===== src/sv/cllm_pkg.sv =====
// shared constants, codes and control types for the linked-list manager
package cllm_pkg;

  localparam int NODES_DEF   = 8;
  localparam int MAX_RESULTS = 8;

  localparam int FUNC_W = 2;
  localparam int HEAD_W = 3;
  localparam int BYTE_W = 8;
  localparam int STAT_W = 3;
  localparam int IDX_W  = 3;

  typedef enum logic [FUNC_W-1:0] {
    FN_CREATE = 2'd0,
    FN_INSERT = 2'd1,
    FN_READ   = 2'd2,
    FN_NONE   = 2'd3
  } func_t;

  typedef enum logic [STAT_W-1:0] {
    ST_CREATED  = 3'd0,
    ST_INSERTED = 3'd1,
    ST_FULL     = 3'd2,
    ST_ELEMENT  = 3'd3,
    ST_EMPTY    = 3'd4
  } status_t;

  typedef enum logic [1:0] {
    RD_FREE = 2'd0,
    RD_HEAD = 2'd1,
    RD_LINK = 2'd2
  } rd_sel_t;

  typedef enum logic [1:0] {
    WR_NEW_NULL = 2'd0,
    WR_NEW_LINK = 2'd1,
    WR_HEAD_NEW = 2'd2
  } wr_sel_t;

  typedef struct packed {
    logic    cap_in;
    logic    rd_en;
    rd_sel_t rd_sel;
    logic    new_ld;
    logic    free_ld;
    logic    wr_en;
    wr_sel_t wr_sel;
    logic    elem_we;
    logic    cur_ld;
    logic    count_clr;
    logic    count_inc;
    logic    out_ld;
    status_t out_kind;
  } cmd_t;

  typedef struct packed {
    func_t func;
    logic  head_oor;
    logic  free_null;
    logic  rd_null;
    logic  elem_last;
    logic  out_free;
  } sts_t;

endpackage


===== src/sv/cllm_if.sv =====
// valid/ready channel interfaces for operations and results
interface cllm_in_if;
  logic                        valid;
  logic                        ready;
  logic [cllm_pkg::FUNC_W-1:0] func;
  logic [cllm_pkg::HEAD_W-1:0] list_head;
  logic [cllm_pkg::BYTE_W-1:0] data_byte;

  modport source (output valid, output func, output list_head, output data_byte,
                  input ready);
  modport sink   (input valid, input func, input list_head, input data_byte,
                  output ready);
endinterface

interface cllm_out_if;
  logic                        valid;
  logic                        ready;
  logic [cllm_pkg::STAT_W-1:0] status;
  logic [cllm_pkg::IDX_W-1:0]  node_index;
  logic [cllm_pkg::BYTE_W-1:0] elem_byte;
  logic                        last;

  modport source (output valid, output status, output node_index, output elem_byte,
                  output last, input ready);
  modport sink   (input valid, input status, input node_index, input elem_byte,
                  input last, output ready);
endinterface


===== src/sv/cllm_dp.sv =====
// datapath: node store, free-list head, walk cursor and result register
module cllm_dp #(
  parameter int NODES = cllm_pkg::NODES_DEF
) (
  input  logic                        clk,
  input  logic                        rst_n,
  input  cllm_pkg::cmd_t              cmd,
  output cllm_pkg::sts_t              sts,
  input  logic [cllm_pkg::FUNC_W-1:0] in_func,
  input  logic [cllm_pkg::HEAD_W-1:0] in_list_head,
  input  logic [cllm_pkg::BYTE_W-1:0] in_data_byte,
  output logic                        out_valid,
  input  logic                        out_ready,
  output logic [cllm_pkg::STAT_W-1:0] out_status,
  output logic [cllm_pkg::IDX_W-1:0]  out_node_index,
  output logic [cllm_pkg::BYTE_W-1:0] out_elem_byte,
  output logic                        out_last
);

  localparam int IW    = $clog2(NODES);
  localparam int LW    = IW + 1;
  localparam int CAP   = (NODES < cllm_pkg::MAX_RESULTS) ? NODES : cllm_pkg::MAX_RESULTS;
  localparam int CW    = $clog2(CAP + 1);
  localparam int IDX_W = cllm_pkg::IDX_W;
  localparam int BW    = cllm_pkg::BYTE_W;
  localparam logic [LW-1:0] NULL_LINK = LW'(NODES);

  // latched operation
  cllm_pkg::func_t             func_r;
  logic [cllm_pkg::HEAD_W-1:0] head_r;
  logic [BW-1:0]               data_r;

  logic [LW-1:0] free_head_r;
  logic [IW-1:0] new_r;
  logic [IW-1:0] cur_r;
  logic [CW-1:0] count_r;

  // node store
  logic [LW-1:0] link_mem [NODES];
  logic [BW-1:0] elem_mem [NODES];
  logic [NODES-1:0] lvalid_r;
  logic [LW-1:0] link_q;
  logic [BW-1:0] elem_q;
  logic          lvalid_q;
  logic [IW-1:0] laddr_q;

  logic [LW-1:0] rd_link;
  logic [IW-1:0] raddr;
  logic [IW-1:0] waddr;
  logic [LW-1:0] wdata;
  logic          rd_null;

  // result register
  logic                        out_valid_r;
  logic [cllm_pkg::STAT_W-1:0] out_status_r;
  logic [IDX_W-1:0]            out_idx_r;
  logic [BW-1:0]               out_byte_r;
  logic                        out_last_r;

  // an entry never written still holds its reset link, i plus one
  assign rd_link = lvalid_q ? link_q : (LW'(laddr_q) + LW'(1));
  assign rd_null = (rd_link >= NULL_LINK);

  always_comb begin
    case (cmd.rd_sel)
      cllm_pkg::RD_FREE: raddr = IW'(free_head_r);
      cllm_pkg::RD_HEAD: raddr = IW'(head_r);
      cllm_pkg::RD_LINK: raddr = IW'(rd_link);
      default:           raddr = IW'(free_head_r);
    endcase
  end

  always_comb begin
    case (cmd.wr_sel)
      cllm_pkg::WR_NEW_NULL: begin
        waddr = new_r;
        wdata = NULL_LINK;
      end
      cllm_pkg::WR_NEW_LINK: begin
        waddr = new_r;
        wdata = rd_link;
      end
      cllm_pkg::WR_HEAD_NEW: begin
        waddr = IW'(head_r);
        wdata = LW'(new_r);
      end
      default: begin
        waddr = new_r;
        wdata = NULL_LINK;
      end
    endcase
  end

  always_ff @(posedge clk) begin
    if (cmd.wr_en) begin
      link_mem[waddr] <= wdata;
    end
    if (cmd.elem_we) begin
      elem_mem[new_r] <= data_r;
    end
    if (cmd.rd_en) begin
      link_q  <= link_mem[raddr];
      elem_q  <= elem_mem[raddr];
      laddr_q <= raddr;
    end
  end

  always_ff @(posedge clk) begin
    if (!rst_n) begin
      lvalid_r <= '0;
      lvalid_q <= 1'b0;
    end else begin
      if (cmd.wr_en) begin
        lvalid_r[waddr] <= 1'b1;
      end
      if (cmd.rd_en) begin
        lvalid_q <= lvalid_r[raddr];
      end
    end
  end

  always_ff @(posedge clk) begin
    if (cmd.cap_in) begin
      func_r <= cllm_pkg::func_t'(in_func);
      head_r <= in_list_head;
      data_r <= in_data_byte;
    end
    if (cmd.new_ld) begin
      new_r <= IW'(free_head_r);
    end
    if (cmd.cur_ld) begin
      cur_r <= IW'(rd_link);
    end
  end

  always_ff @(posedge clk) begin
    if (!rst_n) begin
      free_head_r <= '0;
      count_r     <= '0;
    end else begin
      if (cmd.free_ld) begin
        free_head_r <= rd_link;
      end
      if (cmd.count_clr) begin
        count_r <= '0;
      end else if (cmd.count_inc) begin
        count_r <= count_r + CW'(1);
      end
    end
  end

  always_ff @(posedge clk) begin
    if (!rst_n) begin
      out_valid_r <= 1'b0;
    end else if (cmd.out_ld) begin
      out_valid_r <= 1'b1;
    end else if (out_ready) begin
      out_valid_r <= 1'b0;
    end
  end

  always_ff @(posedge clk) begin
    if (cmd.out_ld) begin
      out_status_r <= cmd.out_kind;
      case (cmd.out_kind)
        cllm_pkg::ST_CREATED, cllm_pkg::ST_INSERTED: begin
          out_idx_r  <= IDX_W'(new_r);
          out_byte_r <= '0;
          out_last_r <= 1'b1;
        end
        cllm_pkg::ST_ELEMENT: begin
          out_idx_r  <= IDX_W'(cur_r);
          out_byte_r <= elem_q;
          out_last_r <= sts.elem_last;
        end
        cllm_pkg::ST_EMPTY: begin
          out_idx_r  <= IDX_W'(head_r);
          out_byte_r <= '0;
          out_last_r <= 1'b1;
        end
        default: begin
          out_idx_r  <= '0;
          out_byte_r <= '0;
          out_last_r <= 1'b1;
        end
      endcase
    end
  end

  assign sts.func      = func_r;
  assign sts.head_oor  = (32'(head_r) >= 32'(NODES));
  assign sts.free_null = (free_head_r >= NULL_LINK);
  assign sts.rd_null   = rd_null;
  assign sts.elem_last = rd_null || ((count_r + CW'(1)) == CW'(CAP));
  assign sts.out_free  = !out_valid_r || out_ready;

  assign out_valid      = out_valid_r;
  assign out_status     = out_status_r;
  assign out_node_index = out_idx_r;
  assign out_elem_byte  = out_byte_r;
  assign out_last       = out_last_r;

endmodule


===== src/sv/cllm_ctrl.sv =====
// controller: sequences create, insert and read over the node store
module cllm_ctrl (
  input  logic           clk,
  input  logic           rst_n,
  input  logic           in_valid,
  output logic           in_ready,
  input  cllm_pkg::sts_t sts,
  output cllm_pkg::cmd_t cmd
);

  typedef enum logic [10:0] {
    S_IDLE      = 11'b00000000001,
    S_DECODE    = 11'b00000000010,
    S_C_POP     = 11'b00000000100,
    S_I_POP     = 11'b00000001000,
    S_I_LINK    = 11'b00000010000,
    S_I_HEAD    = 11'b00000100000,
    S_R_HEAD    = 11'b00001000000,
    S_R_FETCH   = 11'b00010000000,
    S_EMIT_FULL = 11'b00100000000,
    S_EMIT_DONE = 11'b01000000000,
    S_EMIT_EMPT = 11'b10000000000
  } state_t;

  state_t state_r;
  state_t state_nxt;

  assign in_ready = (state_r == S_IDLE);

  always_comb begin
    state_nxt     = state_r;
    cmd           = '0;
    cmd.rd_sel    = cllm_pkg::RD_FREE;
    cmd.wr_sel    = cllm_pkg::WR_NEW_NULL;
    cmd.out_kind  = cllm_pkg::ST_FULL;
    cmd.cap_in    = in_valid && in_ready;
    case (state_r)
      S_IDLE: begin
        if (in_valid) begin
          state_nxt = S_DECODE;
        end
      end
      S_DECODE: begin
        case (sts.func)
          cllm_pkg::FN_CREATE: begin
            if (sts.free_null) begin
              state_nxt = S_EMIT_FULL;
            end else begin
              cmd.rd_en  = 1'b1;
              cmd.rd_sel = cllm_pkg::RD_FREE;
              cmd.new_ld = 1'b1;
              state_nxt  = S_C_POP;
            end
          end
          cllm_pkg::FN_INSERT: begin
            if (sts.head_oor || sts.free_null) begin
              state_nxt = S_EMIT_FULL;
            end else begin
              cmd.rd_en  = 1'b1;
              cmd.rd_sel = cllm_pkg::RD_FREE;
              cmd.new_ld = 1'b1;
              state_nxt  = S_I_POP;
            end
          end
          cllm_pkg::FN_READ: begin
            if (sts.head_oor) begin
              state_nxt = S_EMIT_EMPT;
            end else begin
              cmd.rd_en  = 1'b1;
              cmd.rd_sel = cllm_pkg::RD_HEAD;
              state_nxt  = S_R_HEAD;
            end
          end
          default: begin
            // unused operation: dropped without a result
            state_nxt = S_IDLE;
          end
        endcase
      end
      S_C_POP: begin
        cmd.free_ld = 1'b1;
        cmd.wr_en   = 1'b1;
        cmd.wr_sel  = cllm_pkg::WR_NEW_NULL;
        cmd.out_kind = cllm_pkg::ST_CREATED;
        state_nxt   = S_EMIT_DONE;
      end
      S_I_POP: begin
        cmd.free_ld = 1'b1;
        cmd.rd_en   = 1'b1;
        cmd.rd_sel  = cllm_pkg::RD_HEAD;
        state_nxt   = S_I_LINK;
      end
      S_I_LINK: begin
        cmd.wr_en   = 1'b1;
        cmd.wr_sel  = cllm_pkg::WR_NEW_LINK;
        cmd.elem_we = 1'b1;
        state_nxt   = S_I_HEAD;
      end
      S_I_HEAD: begin
        cmd.wr_en  = 1'b1;
        cmd.wr_sel = cllm_pkg::WR_HEAD_NEW;
        state_nxt  = S_EMIT_DONE;
      end
      S_R_HEAD: begin
        if (sts.rd_null) begin
          state_nxt = S_EMIT_EMPT;
        end else begin
          cmd.rd_en     = 1'b1;
          cmd.rd_sel    = cllm_pkg::RD_LINK;
          cmd.cur_ld    = 1'b1;
          cmd.count_clr = 1'b1;
          state_nxt     = S_R_FETCH;
        end
      end
      S_R_FETCH: begin
        // element data and its successor link are in the read register
        cmd.out_kind = cllm_pkg::ST_ELEMENT;
        if (sts.out_free) begin
          cmd.out_ld = 1'b1;
          if (sts.elem_last) begin
            state_nxt = S_IDLE;
          end else begin
            cmd.rd_en     = 1'b1;
            cmd.rd_sel    = cllm_pkg::RD_LINK;
            cmd.cur_ld    = 1'b1;
            cmd.count_inc = 1'b1;
          end
        end
      end
      S_EMIT_FULL: begin
        cmd.out_kind = cllm_pkg::ST_FULL;
        if (sts.out_free) begin
          cmd.out_ld = 1'b1;
          state_nxt  = S_IDLE;
        end
      end
      S_EMIT_DONE: begin
        cmd.out_kind = (sts.func == cllm_pkg::FN_CREATE) ? cllm_pkg::ST_CREATED
                                                         : cllm_pkg::ST_INSERTED;
        if (sts.out_free) begin
          cmd.out_ld = 1'b1;
          state_nxt  = S_IDLE;
        end
      end
      S_EMIT_EMPT: begin
        cmd.out_kind = cllm_pkg::ST_EMPTY;
        if (sts.out_free) begin
          cmd.out_ld = 1'b1;
          state_nxt  = S_IDLE;
        end
      end
      default: begin
        state_nxt = S_IDLE;
      end
    endcase
  end

  always_ff @(posedge clk) begin
    if (!rst_n) begin
      state_r <= S_IDLE;
    end else begin
      state_r <= state_nxt;
    end
  end

endmodule


===== src/sv/cursor_linked_list_manager_unit.sv =====
// one operation at a time; create pops a free node, insert also links it in;
// a read fetches the head entry, then emits one element per cycle while
// the result side keeps up, the node store read port setting that pace
// results leave through a register, so a result may wait while the next op decodes
// reset (synchronous, rst_n low) chains all nodes into the free list at once
// through per-node valid bits; stored bytes are not cleared
module cursor_linked_list_manager_unit #(
  parameter int NODES = cllm_pkg::NODES_DEF
) (
  input  logic           clk,
  input  logic           rst_n,
  cllm_in_if.sink        in_ch,
  cllm_out_if.source     out_ch
);

  cllm_pkg::cmd_t cmd;
  cllm_pkg::sts_t sts;

  cllm_ctrl u_ctrl (
    .clk      (clk),
    .rst_n    (rst_n),
    .in_valid (in_ch.valid),
    .in_ready (in_ch.ready),
    .sts      (sts),
    .cmd      (cmd)
  );

  cllm_dp #(
    .NODES (NODES)
  ) u_dp (
    .clk            (clk),
    .rst_n          (rst_n),
    .cmd            (cmd),
    .sts            (sts),
    .in_func        (in_ch.func),
    .in_list_head   (in_ch.list_head),
    .in_data_byte   (in_ch.data_byte),
    .out_valid      (out_ch.valid),
    .out_ready      (out_ch.ready),
    .out_status     (out_ch.status),
    .out_node_index (out_ch.node_index),
    .out_elem_byte  (out_ch.elem_byte),
    .out_last       (out_ch.last)
  );

endmodule

===== src/flat_wrapper.sv =====
// flat-port wrapper written by rule: the top's interface ports become plain ports
module cursor_linked_list_manager_unit_flat 
#(
  parameter int NODES = cllm_pkg::NODES_DEF
)
  (clk, rst_n, in_ch_valid, in_ch_func, in_ch_list_head, in_ch_data_byte, in_ch_ready, out_ch_valid, out_ch_status, out_ch_node_index, out_ch_elem_byte, out_ch_last, out_ch_ready);
  cllm_in_if in_ch_i ();
  cllm_out_if out_ch_i ();
  input  logic clk;
  input  logic rst_n;
  input wire logic [$bits(in_ch_i.valid)-1:0] in_ch_valid;
  input wire logic [$bits(in_ch_i.func)-1:0] in_ch_func;
  input wire logic [$bits(in_ch_i.list_head)-1:0] in_ch_list_head;
  input wire logic [$bits(in_ch_i.data_byte)-1:0] in_ch_data_byte;
  output wire logic [$bits(in_ch_i.ready)-1:0] in_ch_ready;
  output wire logic [$bits(out_ch_i.valid)-1:0] out_ch_valid;
  output wire logic [$bits(out_ch_i.status)-1:0] out_ch_status;
  output wire logic [$bits(out_ch_i.node_index)-1:0] out_ch_node_index;
  output wire logic [$bits(out_ch_i.elem_byte)-1:0] out_ch_elem_byte;
  output wire logic [$bits(out_ch_i.last)-1:0] out_ch_last;
  input wire logic [$bits(out_ch_i.ready)-1:0] out_ch_ready;
  assign in_ch_i.valid = in_ch_valid;
  assign in_ch_i.func = in_ch_func;
  assign in_ch_i.list_head = in_ch_list_head;
  assign in_ch_i.data_byte = in_ch_data_byte;
  assign in_ch_ready = in_ch_i.ready;
  assign out_ch_valid = out_ch_i.valid;
  assign out_ch_status = out_ch_i.status;
  assign out_ch_node_index = out_ch_i.node_index;
  assign out_ch_elem_byte = out_ch_i.elem_byte;
  assign out_ch_last = out_ch_i.last;
  assign out_ch_i.ready = out_ch_ready;
  cursor_linked_list_manager_unit #(.NODES(NODES)) u_core (.clk(clk), .rst_n(rst_n), .in_ch(in_ch_i), .out_ch(out_ch_i));
endmodule

===== config.mk =====
export PLATFORM = sky130hd
export DESIGN_NAME = cursor_linked_list_manager_unit_flat
export DESIGN_NICKNAME = d
export VERILOG_FILES = /design/src/sv/cllm_pkg.sv /design/src/sv/cllm_if.sv /design/src/sv/cllm_dp.sv /design/src/sv/cllm_ctrl.sv /design/src/sv/cursor_linked_list_manager_unit.sv /design/src/flat_wrapper.sv
export SDC_FILE = /design/constraint.sdc
export NUM_CORES = 1
export LEC_CHECK = 0
export BUFFER_PORTS_ARGS = -buffer_cell sky130_fd_sc_hd__buf_2
export CAP_MARGIN = 20
export CORE_MARGIN = 1.5
export CORE_UTILIZATION = 30
export DETAILED_ROUTE_END_ITERATION = 10
export GPL_TIMING_DRIVEN = 0
export PLACE_DENSITY_LB_ADDON = 0.08
export SYNTH_ARGS = -nofsm -noshare
export SYNTH_HDL_FRONTEND = slang
export SYNTH_HIERARCHICAL = 1
export SYNTH_SLANG_ARGS = --single-unit

===== constraint.sdc =====
create_clock -name clk -period 6.35 [get_ports clk]
set_input_delay 1.27 -clock clk [delete_from_list [all_inputs] [get_ports clk]]
set_output_delay 1.27 -clock clk [all_outputs]
set_load 0.005 [all_outputs]

==> results of run 1 <==
## final timing paths
| kind | slack (ns) | end | cells past startpoint | start |
|---|---|---|---|---|
| min | 0.46 | u_core/u_dp/lvalid_r[3]$_SDFFE_PN0P_ | 1 | u_core/u_dp/lvalid_r[3]$_SDFFE_PN0P_ |
| min reg2reg | 0.46 | u_core/u_dp/lvalid_r[3]$_SDFFE_PN0P_ | 1 | u_core/u_dp/lvalid_r[3]$_SDFFE_PN0P_ |
| max | 1.92 | u_core/u_dp/elem_q[3]$_DFFE_PP_ | 11 | out_ch_ready |
| max reg2reg | 2.06 | u_core/u_dp/elem_q[3]$_DFFE_PP_ | 11 | u_core/u_ctrl/state_r[10]$_SDFFE_PN0P_ |
## synthesized netlist by cell type, types with 3 or more instances
library cell  instances
o211a_1               3
a21oi_1              13
and2_1               11
edfxtp_1            145
nand3_1              29
mux2_2                3
o2111a_1             12
ha_1                  6
or2_2                 3
nand2b_1              7
nor4b_1               4
a221oi_2             10
o21a_1               10
nor4_1                5
a31oi_1               4
nor2_1               35
nor3_1                9
dfxtp_1              29
buf_2                 6
buf_6                 4
a22oi_1               4
a221oi_1              3
mux2i_1              41
nor2b_1              11
o21ai_0              10
xor2_1                6
buf_4                 6
nand2_1              25
inv_1                19
clkbuf_1             12
xnor2_1               4
## flip-flops by register name (all words and copies together), names as in the netlist, 8 cells and up
signal	count
u_core/u_dp/link_mem	32
u_core/u_dp/elem_mem	64
u_core/u_ctrl/state_r	11
u_core/u_dp/out_elem_byte	8
u_core/u_dp/lvalid_r	8
u_core/u_dp/data_r	8
u_core/u_dp/elem_q	8
## layer usage
metal,share of wire [%],global-route usage (%),up-vias
met1,49,19.4,2203
li1,-,-,2152
met3,3.0,2.93,11
met5,0,0,-
met4,0.93,4.04,0
met2,47,23.0,78
## cell usage in the layout (no fill, tap or decap), types with 4 or more instances in the layout
cell and count:
inv_8 4, nor3_1 8, o2111a_1 12, inv_1 19
nand2_1 25, nor4_1 5, buf_4 8, and2_1 11
a21oi_1 13, a221oi_2 10, clkbuf_16 17, xnor2_1 4
edfxtp_1 145, inv_6 4, nand3_1 29, buf_6 4
nor2_1 35, a31oi_1 4, ha_1 6, o21a_1 10
xor2_1 6, a22oi_1 4, nor4b_1 4, mux2i_1 41
clkbuf_1 13, dfxtp_1 29, buf_2 39, nor2b_1 11
o21ai_0 10, nand2b_1 7
## cell type report
| cell class | count | area (µm²) |
|---|---|---|
| Fill cell | 2341 | 15700 |
| Sequential cell | 174 | 4930 |
| Multi-Input combinational cell | 314 | 2320 |
| Clock buffer | 18 | 429 |
| Tap cell | 324 | 405 |
| Buffer | 30 | 189 |
| Clock inverter | 14 | 188 |
| Timing Repair Buffer | 35 | 180 |
| Inverter | 20 | 80.1 |
## per-stage QoR
stage,worst slack (ns),utilization [%]
floorplan,2.52,-
global placement,1.51,33.1
detailed placement,1.50,33.1
CTS,1.93,35.6
global route,1.75,35.7
finish,1.92,35.7
## worst max-delay path: stages
cell      delay, ns
buf_2          0.07
nand2b_1       0.20
nand4_1        0.14
nor2_1         0.48
or2_1          0.23
ha_1           0.32
nand2b_1       0.22
o221ai_1       0.70
clkbuf_1       0.50
o2111a_1       0.37
a221oi_2       0.05
## report_power, final
part | internal, mW | switching (mW)
logic | 0.0384 | 0.0686
registers | 1.26 | 0.0327
clock network | 0.602 | 0.479
## kinds of logic after synthesis
| group | Yosys count |
|---|---|
| and+or+nand+nor | 165 |
| other | 1 |
| DFF | 174 |
| muxes | 45 |
| adders and majority gates | 6 |
| xor gates and xnor gates | 10 |
| buffers and inverters | 50 |
| AOI/OAI and AO/OA | 87 |
==> flow_summary.json, run 1 <==
{
  "ys_types": 70,
  "ys.flop_type": "edfxtp_1",
  "grt_overflow": 0,
  "routed_via_density": 4.78,
  "ys_ff_latch": 174,
  "core-area_um2": 24500,
  "synth_top_family_by_area": "simple AND/OR/NAND/NOR gates",
  "syn_nets": 561,
  "rsz0062_at_grt": "false",
  "worstSetupPathType": "in -> reg",
  "gp_congestion": 0.792,
  "power_leakage_nw": 2.85,
  "synthCells": 538,
  "postPlaceCellArea_um2": 8100,
  "drtAntennaViolNets": 0,
  "clock_sinks": 174,
  "cts_hold_buf": 0,
  "cp.required_ns": 6.49,
  "rows": 57,
  "synth_top_area_share_pct": 57.9,
  "outcome": "finished, final reports clean",
  "power.total_mw": 2.48,
  "postLayoutCellArea_um2": 8720,
  "root_buffer": "clkbuf_16",
  "finalCritPeriodShare_pct": 69.7,
  "crit_fanout": 10,
  "fp.dieW_um": 161,
  "layoutNonFillerInstCount": 929,
  "drt_iter0_markers": 259,
  "tns_ns": 0,
  "cts_buffers": 17,
  "num_io_pins": 34,
  "drc_errors": 0,
  "muxShareOfSynthArea_pct": 6.06,
  "grt_max_degree": 19,
  "synthToLayoutAreaGrowth_pct": 16.1,
  "fp.dieH_um": 161,
  "path_clk_slew_ns": 0.07,
  "start_kind": "input port",
  "slew_headroom_pct": 32.6,
  "nNetsFinal": 615,
  "grt_pass1_wl_um": 27000,
  "antennaDiodeCount": 0,
  "tritoncts": "built",
  "ys_top_cells_by_area": "edfxtp_1 58%, dfxtp_1 7.7%, mux2i_1 5.5%",
  "report.final.hold_viol_count": 0,
  "drive_gt1_share_pct": 19.0,
  "power.density_nw_per_um2": 285,
  "synth-edff-count": 145,
  "seq_area_frac_synth_pct": 65.6,
  "hold_path_class": "reg -> reg",
  "antenna_found_initial": 0,
  "die-area_um2": 26000,
  "timing.hold.ws_ns": 0.461,
  "dp_hpwl_um": 12700,
  "initial_core_util_pct": 30.7,
  "dr.pass1.iters": 5,
  "yosys.area_share.simple_pct": 12.5,
  "grt_pass1_vias": 4474,
  "clockBufferDepth": 2,
  "cts_setup_buffers": 0,
  "syn_avg_cell_area_um2": 14.0,
  "vias": 4444,
  "synth_warnings": 6,
  "routed_wl_um": 17500,
  "synth-async-reset-ratio_pct": 0,
  "clock_skew_ns": 0.0128,
  "max_slew.worst_pin.slew_ns": 1.00,
  "finalMaxSlewViolations": 0,
  "dp.cells": 896,
  "synthAdderAreaFrac_pct": 0.999,
  "grt_util_all_layers_pct": 14.2,
  "worstSetupEndpointType": "flop",
  "setup_viol": 0,
  "wl_per_cell_um": 18.9,
  "io_buffers": 33,
  "max_freq_mhz": 226,
  "ir_drop_mv": 0.133,
  "period_needed_ns": 4.43,
  "clk_latency_ns": 0.43,
  "arrival_ns": 4.57,
  "cts_resized": 0,
  "netlist_area_um2": 7520,
  "htreeDepth": 4,
  "synth-xor-area-share_pct": 1.17,
  "synth_top_cell_by_area": "edfxtp_1",
  "maxCapViolCount": 0,
  "synth-compound-area-share_pct": 10.0
}
Power figures use the tool's default switching activity.
==> inputs of run 2 (changes only) <==
clock period = 4.35 ns   (was 6.35 ns; I/O delays follow)
==> flow_summary.json, run 2 (synthesized netlist as in run 1, its figures left out) <==
{
  "routed_wl_um": 17600,
  "rows": 57,
  "final_common_cell": "edfxtp_1",
  "postPlaceCellArea_um2": 8100,
  "period_needed_ns": 4.06,
  "setup_ws_ns": 0.293,
  "grt_pass1_vias": 4474,
  "worstSetupStartpoint": "u_core/u_dp/laddr_q[0]$_DFFE_PP_",
  "hold_path_depth": 1,
  "gp_congestion": 0.792,
  "fp.dieH_um": 161,
  "dp.cells": 896,
  "maxCapViolCount": 0,
  "finalMaxSlewViolations": 0,
  "timing.hold.ws_ns": 0.461,
  "power.density_nw_per_um2": 415,
  "root_buffer": "clkbuf_16",
  "clock_skew_ns": 0.0128,
  "setup_viol": 0,
  "r2r_end": "u_core/u_dp/elem_q[2]$_DFFE_PP_",
  "r2r-start": "u_core/u_dp/laddr_q[0]$_DFFE_PP_",
  "max_freq_mhz": 246,
  "finalCritPeriodShare_pct": 93.3,
  "cts_buffers": 17,
  "crit_path_frequent_cell": "nor2_1",
  "hold_path_class": "reg -> reg",
  "core-area_um2": 24500,
  "largestRegisters": "u_core/u_dp/elem_mem (64), u_core/u_dp/link_mem (32), u_core/u_ctrl/state_r (11)",
  "start_kind": "flop",
  "final_util_pct": 35.7,
  "crit_fanout": 10,
  "drive_gt1_share_pct": 19.5,
  "io_buffers": 33,
  "fp.dieW_um": 161,
  "report.final.hold_viol_count": 0,
  "die-area_um2": 26000,
  "timing.critical_path.cells": "nand3_1, o21a_1, nand2_1, nand3b_1, nor2_1, or2_1, ha_1, and3b_1, a21oi_1, and2_1, buf_2, buf_4, nor2_1, clkbuf_4, a221oi_2",
  "antennaDiodeCount": 0,
  "worstSetupPathType": "reg -> reg",
  "tritoncts": "built",
  "drc_errors": 0,
  "synthToLayoutAreaGrowth_pct": 16.3,
  "crit_end": "u_core/u_dp/elem_q[2]$_DFFE_PP_",
  "antenna_found_initial": 0,
  "tns_ns": 0,
  "ir_drop_mv": 0.195,
  "arrival_ns": 4.28,
  "routed_via_density": 4.80,
  "rsz0062_at_grt": "false",
  "grt_overflow": 0,
  "slew_headroom_pct": 28.2,
  "max_slew.worst_pin.slew_ns": 1.07,
  "largest-register": "u_core/u_dp/elem_mem",
  "slowest_delay_ns": 0.45,
  "postLayoutCellArea_um2": 8740,
  "num_io_pins": 34,
  "nNetsFinal": 615,
  "htreeDepth": 4,
  "initial_core_util_pct": 30.7,
  "crit_cells": 15,
  "grt_util_all_layers_pct": 14.2,
  "wl_per_cell_um": 18.9,
  "dr.pass1.iters": 4,
  "outcome": "finished, final reports clean",
  "cts_setup_buffers": 0,
  "dp_hpwl_um": 12700,
  "crit_slowest_cell": "nor2_1",
  "hold_path.startpoint": "u_core/u_dp/lvalid_r[3]$_SDFFE_PN0P_",
  "rr_worst_depth": 15,
  "vias": 4457,
  "critical_path.top_delay_family": "simple AND/OR/NAND/NOR gates",
  "largest_reg_flops": 64,
  "final_cell_mix": "145 x edfxtp_1, 41 x mux2i_1, 38 x buf_2",
  "layoutNonFillerInstCount": 929,
  "cp.required_ns": 4.57,
  "clk_latency_ns": 0.43,
  "power_leakage_nw": 2.86,
  "grt_max_degree": 19,
  "worstSetupEndpointType": "flop",
  "rrSetupSlack_ns": 0.29,
  "place_ws_ns": -0.104,
  "drtAntennaViolNets": 0,
  "grt_pass1_wl_um": 27000,
  "clock_sinks": 174,
  "power.total_mw": 3.63,
  "path_clk_slew_ns": 0.07,
  "critical_path_buf_inv_count": 3,
  "clockBufferDepth": 2,
  "drt_iter0_markers": 256
}
[run 2: worst min-delay path by stage]
stage / end
after floorplan: u_core/u_dp/new_r[2]$_DFFE_PP_
after global placement: u_core/u_dp/lvalid_r[4]$_SDFFE_PN0P_
after detailed placement: u_core/u_dp/lvalid_r[4]$_SDFFE_PN0P_
after CTS: u_core/u_dp/lvalid_r[4]$_SDFFE_PN0P_
after global routing: u_core/u_dp/new_r[2]$_DFFE_PP_
final: u_core/u_dp/lvalid_r[3]$_SDFFE_PN0P_
[run 2: worst reg2reg max path, stage by stage, from the launching register on]
cell and delay [ns]:
edfxtp_1 0.42, nand3_1 0.10, o21a_1 0.29, nand2_1 0.13, nand3b_1 0.17, nor2_1 0.45
or2_1 0.23, ha_1 0.29, and3b_1 0.21, a21oi_1 0.21, and2_1 0.17, buf_2 0.19
buf_4 0.22, nor2_1 0.11, clkbuf_4 0.28, a221oi_2 0.39
[run 2: per-layer routing]
metal,share of wire [%],vias to the layer above,GRT usage [%]
li1,-,2151,-
met1,49,2221,19.4
met2,47,74,23.0
met3,2.8,11,2.93
met4,0.93,0,4.04
met5,0,-,0
[run 2: where the power goes]
part / internal [mW] / switching (mW) / total (mW) / leakage, nW
combinational: 0.0563 / 0.100 / 0.157 / 0.965
sequential: 1.84 / 0.0480 / 1.89 / 1.60
clock: 0.879 / 0.699 / 1.58 / 0.295
total: 2.78 / 0.847 / 3.63 / 2.86
[run 2: cell type report]
class | count | area, µm²
buffer | 30 | 194
sequential | 174 | 4930
fill | 2344 | 15700
multi-input combinational | 314 | 2330
tap | 324 | 405
clock buffer | 18 | 429
inverter | 20 | 80.1
timing repair buffer | 35 | 180
clock inverter | 14 | 188
[run 2: repair_timing]
action / 4_1_cts / 5_1_grt
resized for setup: 0 / 8
setup endpoints to repair: 0 / 10
hold buffers: 0 / 0
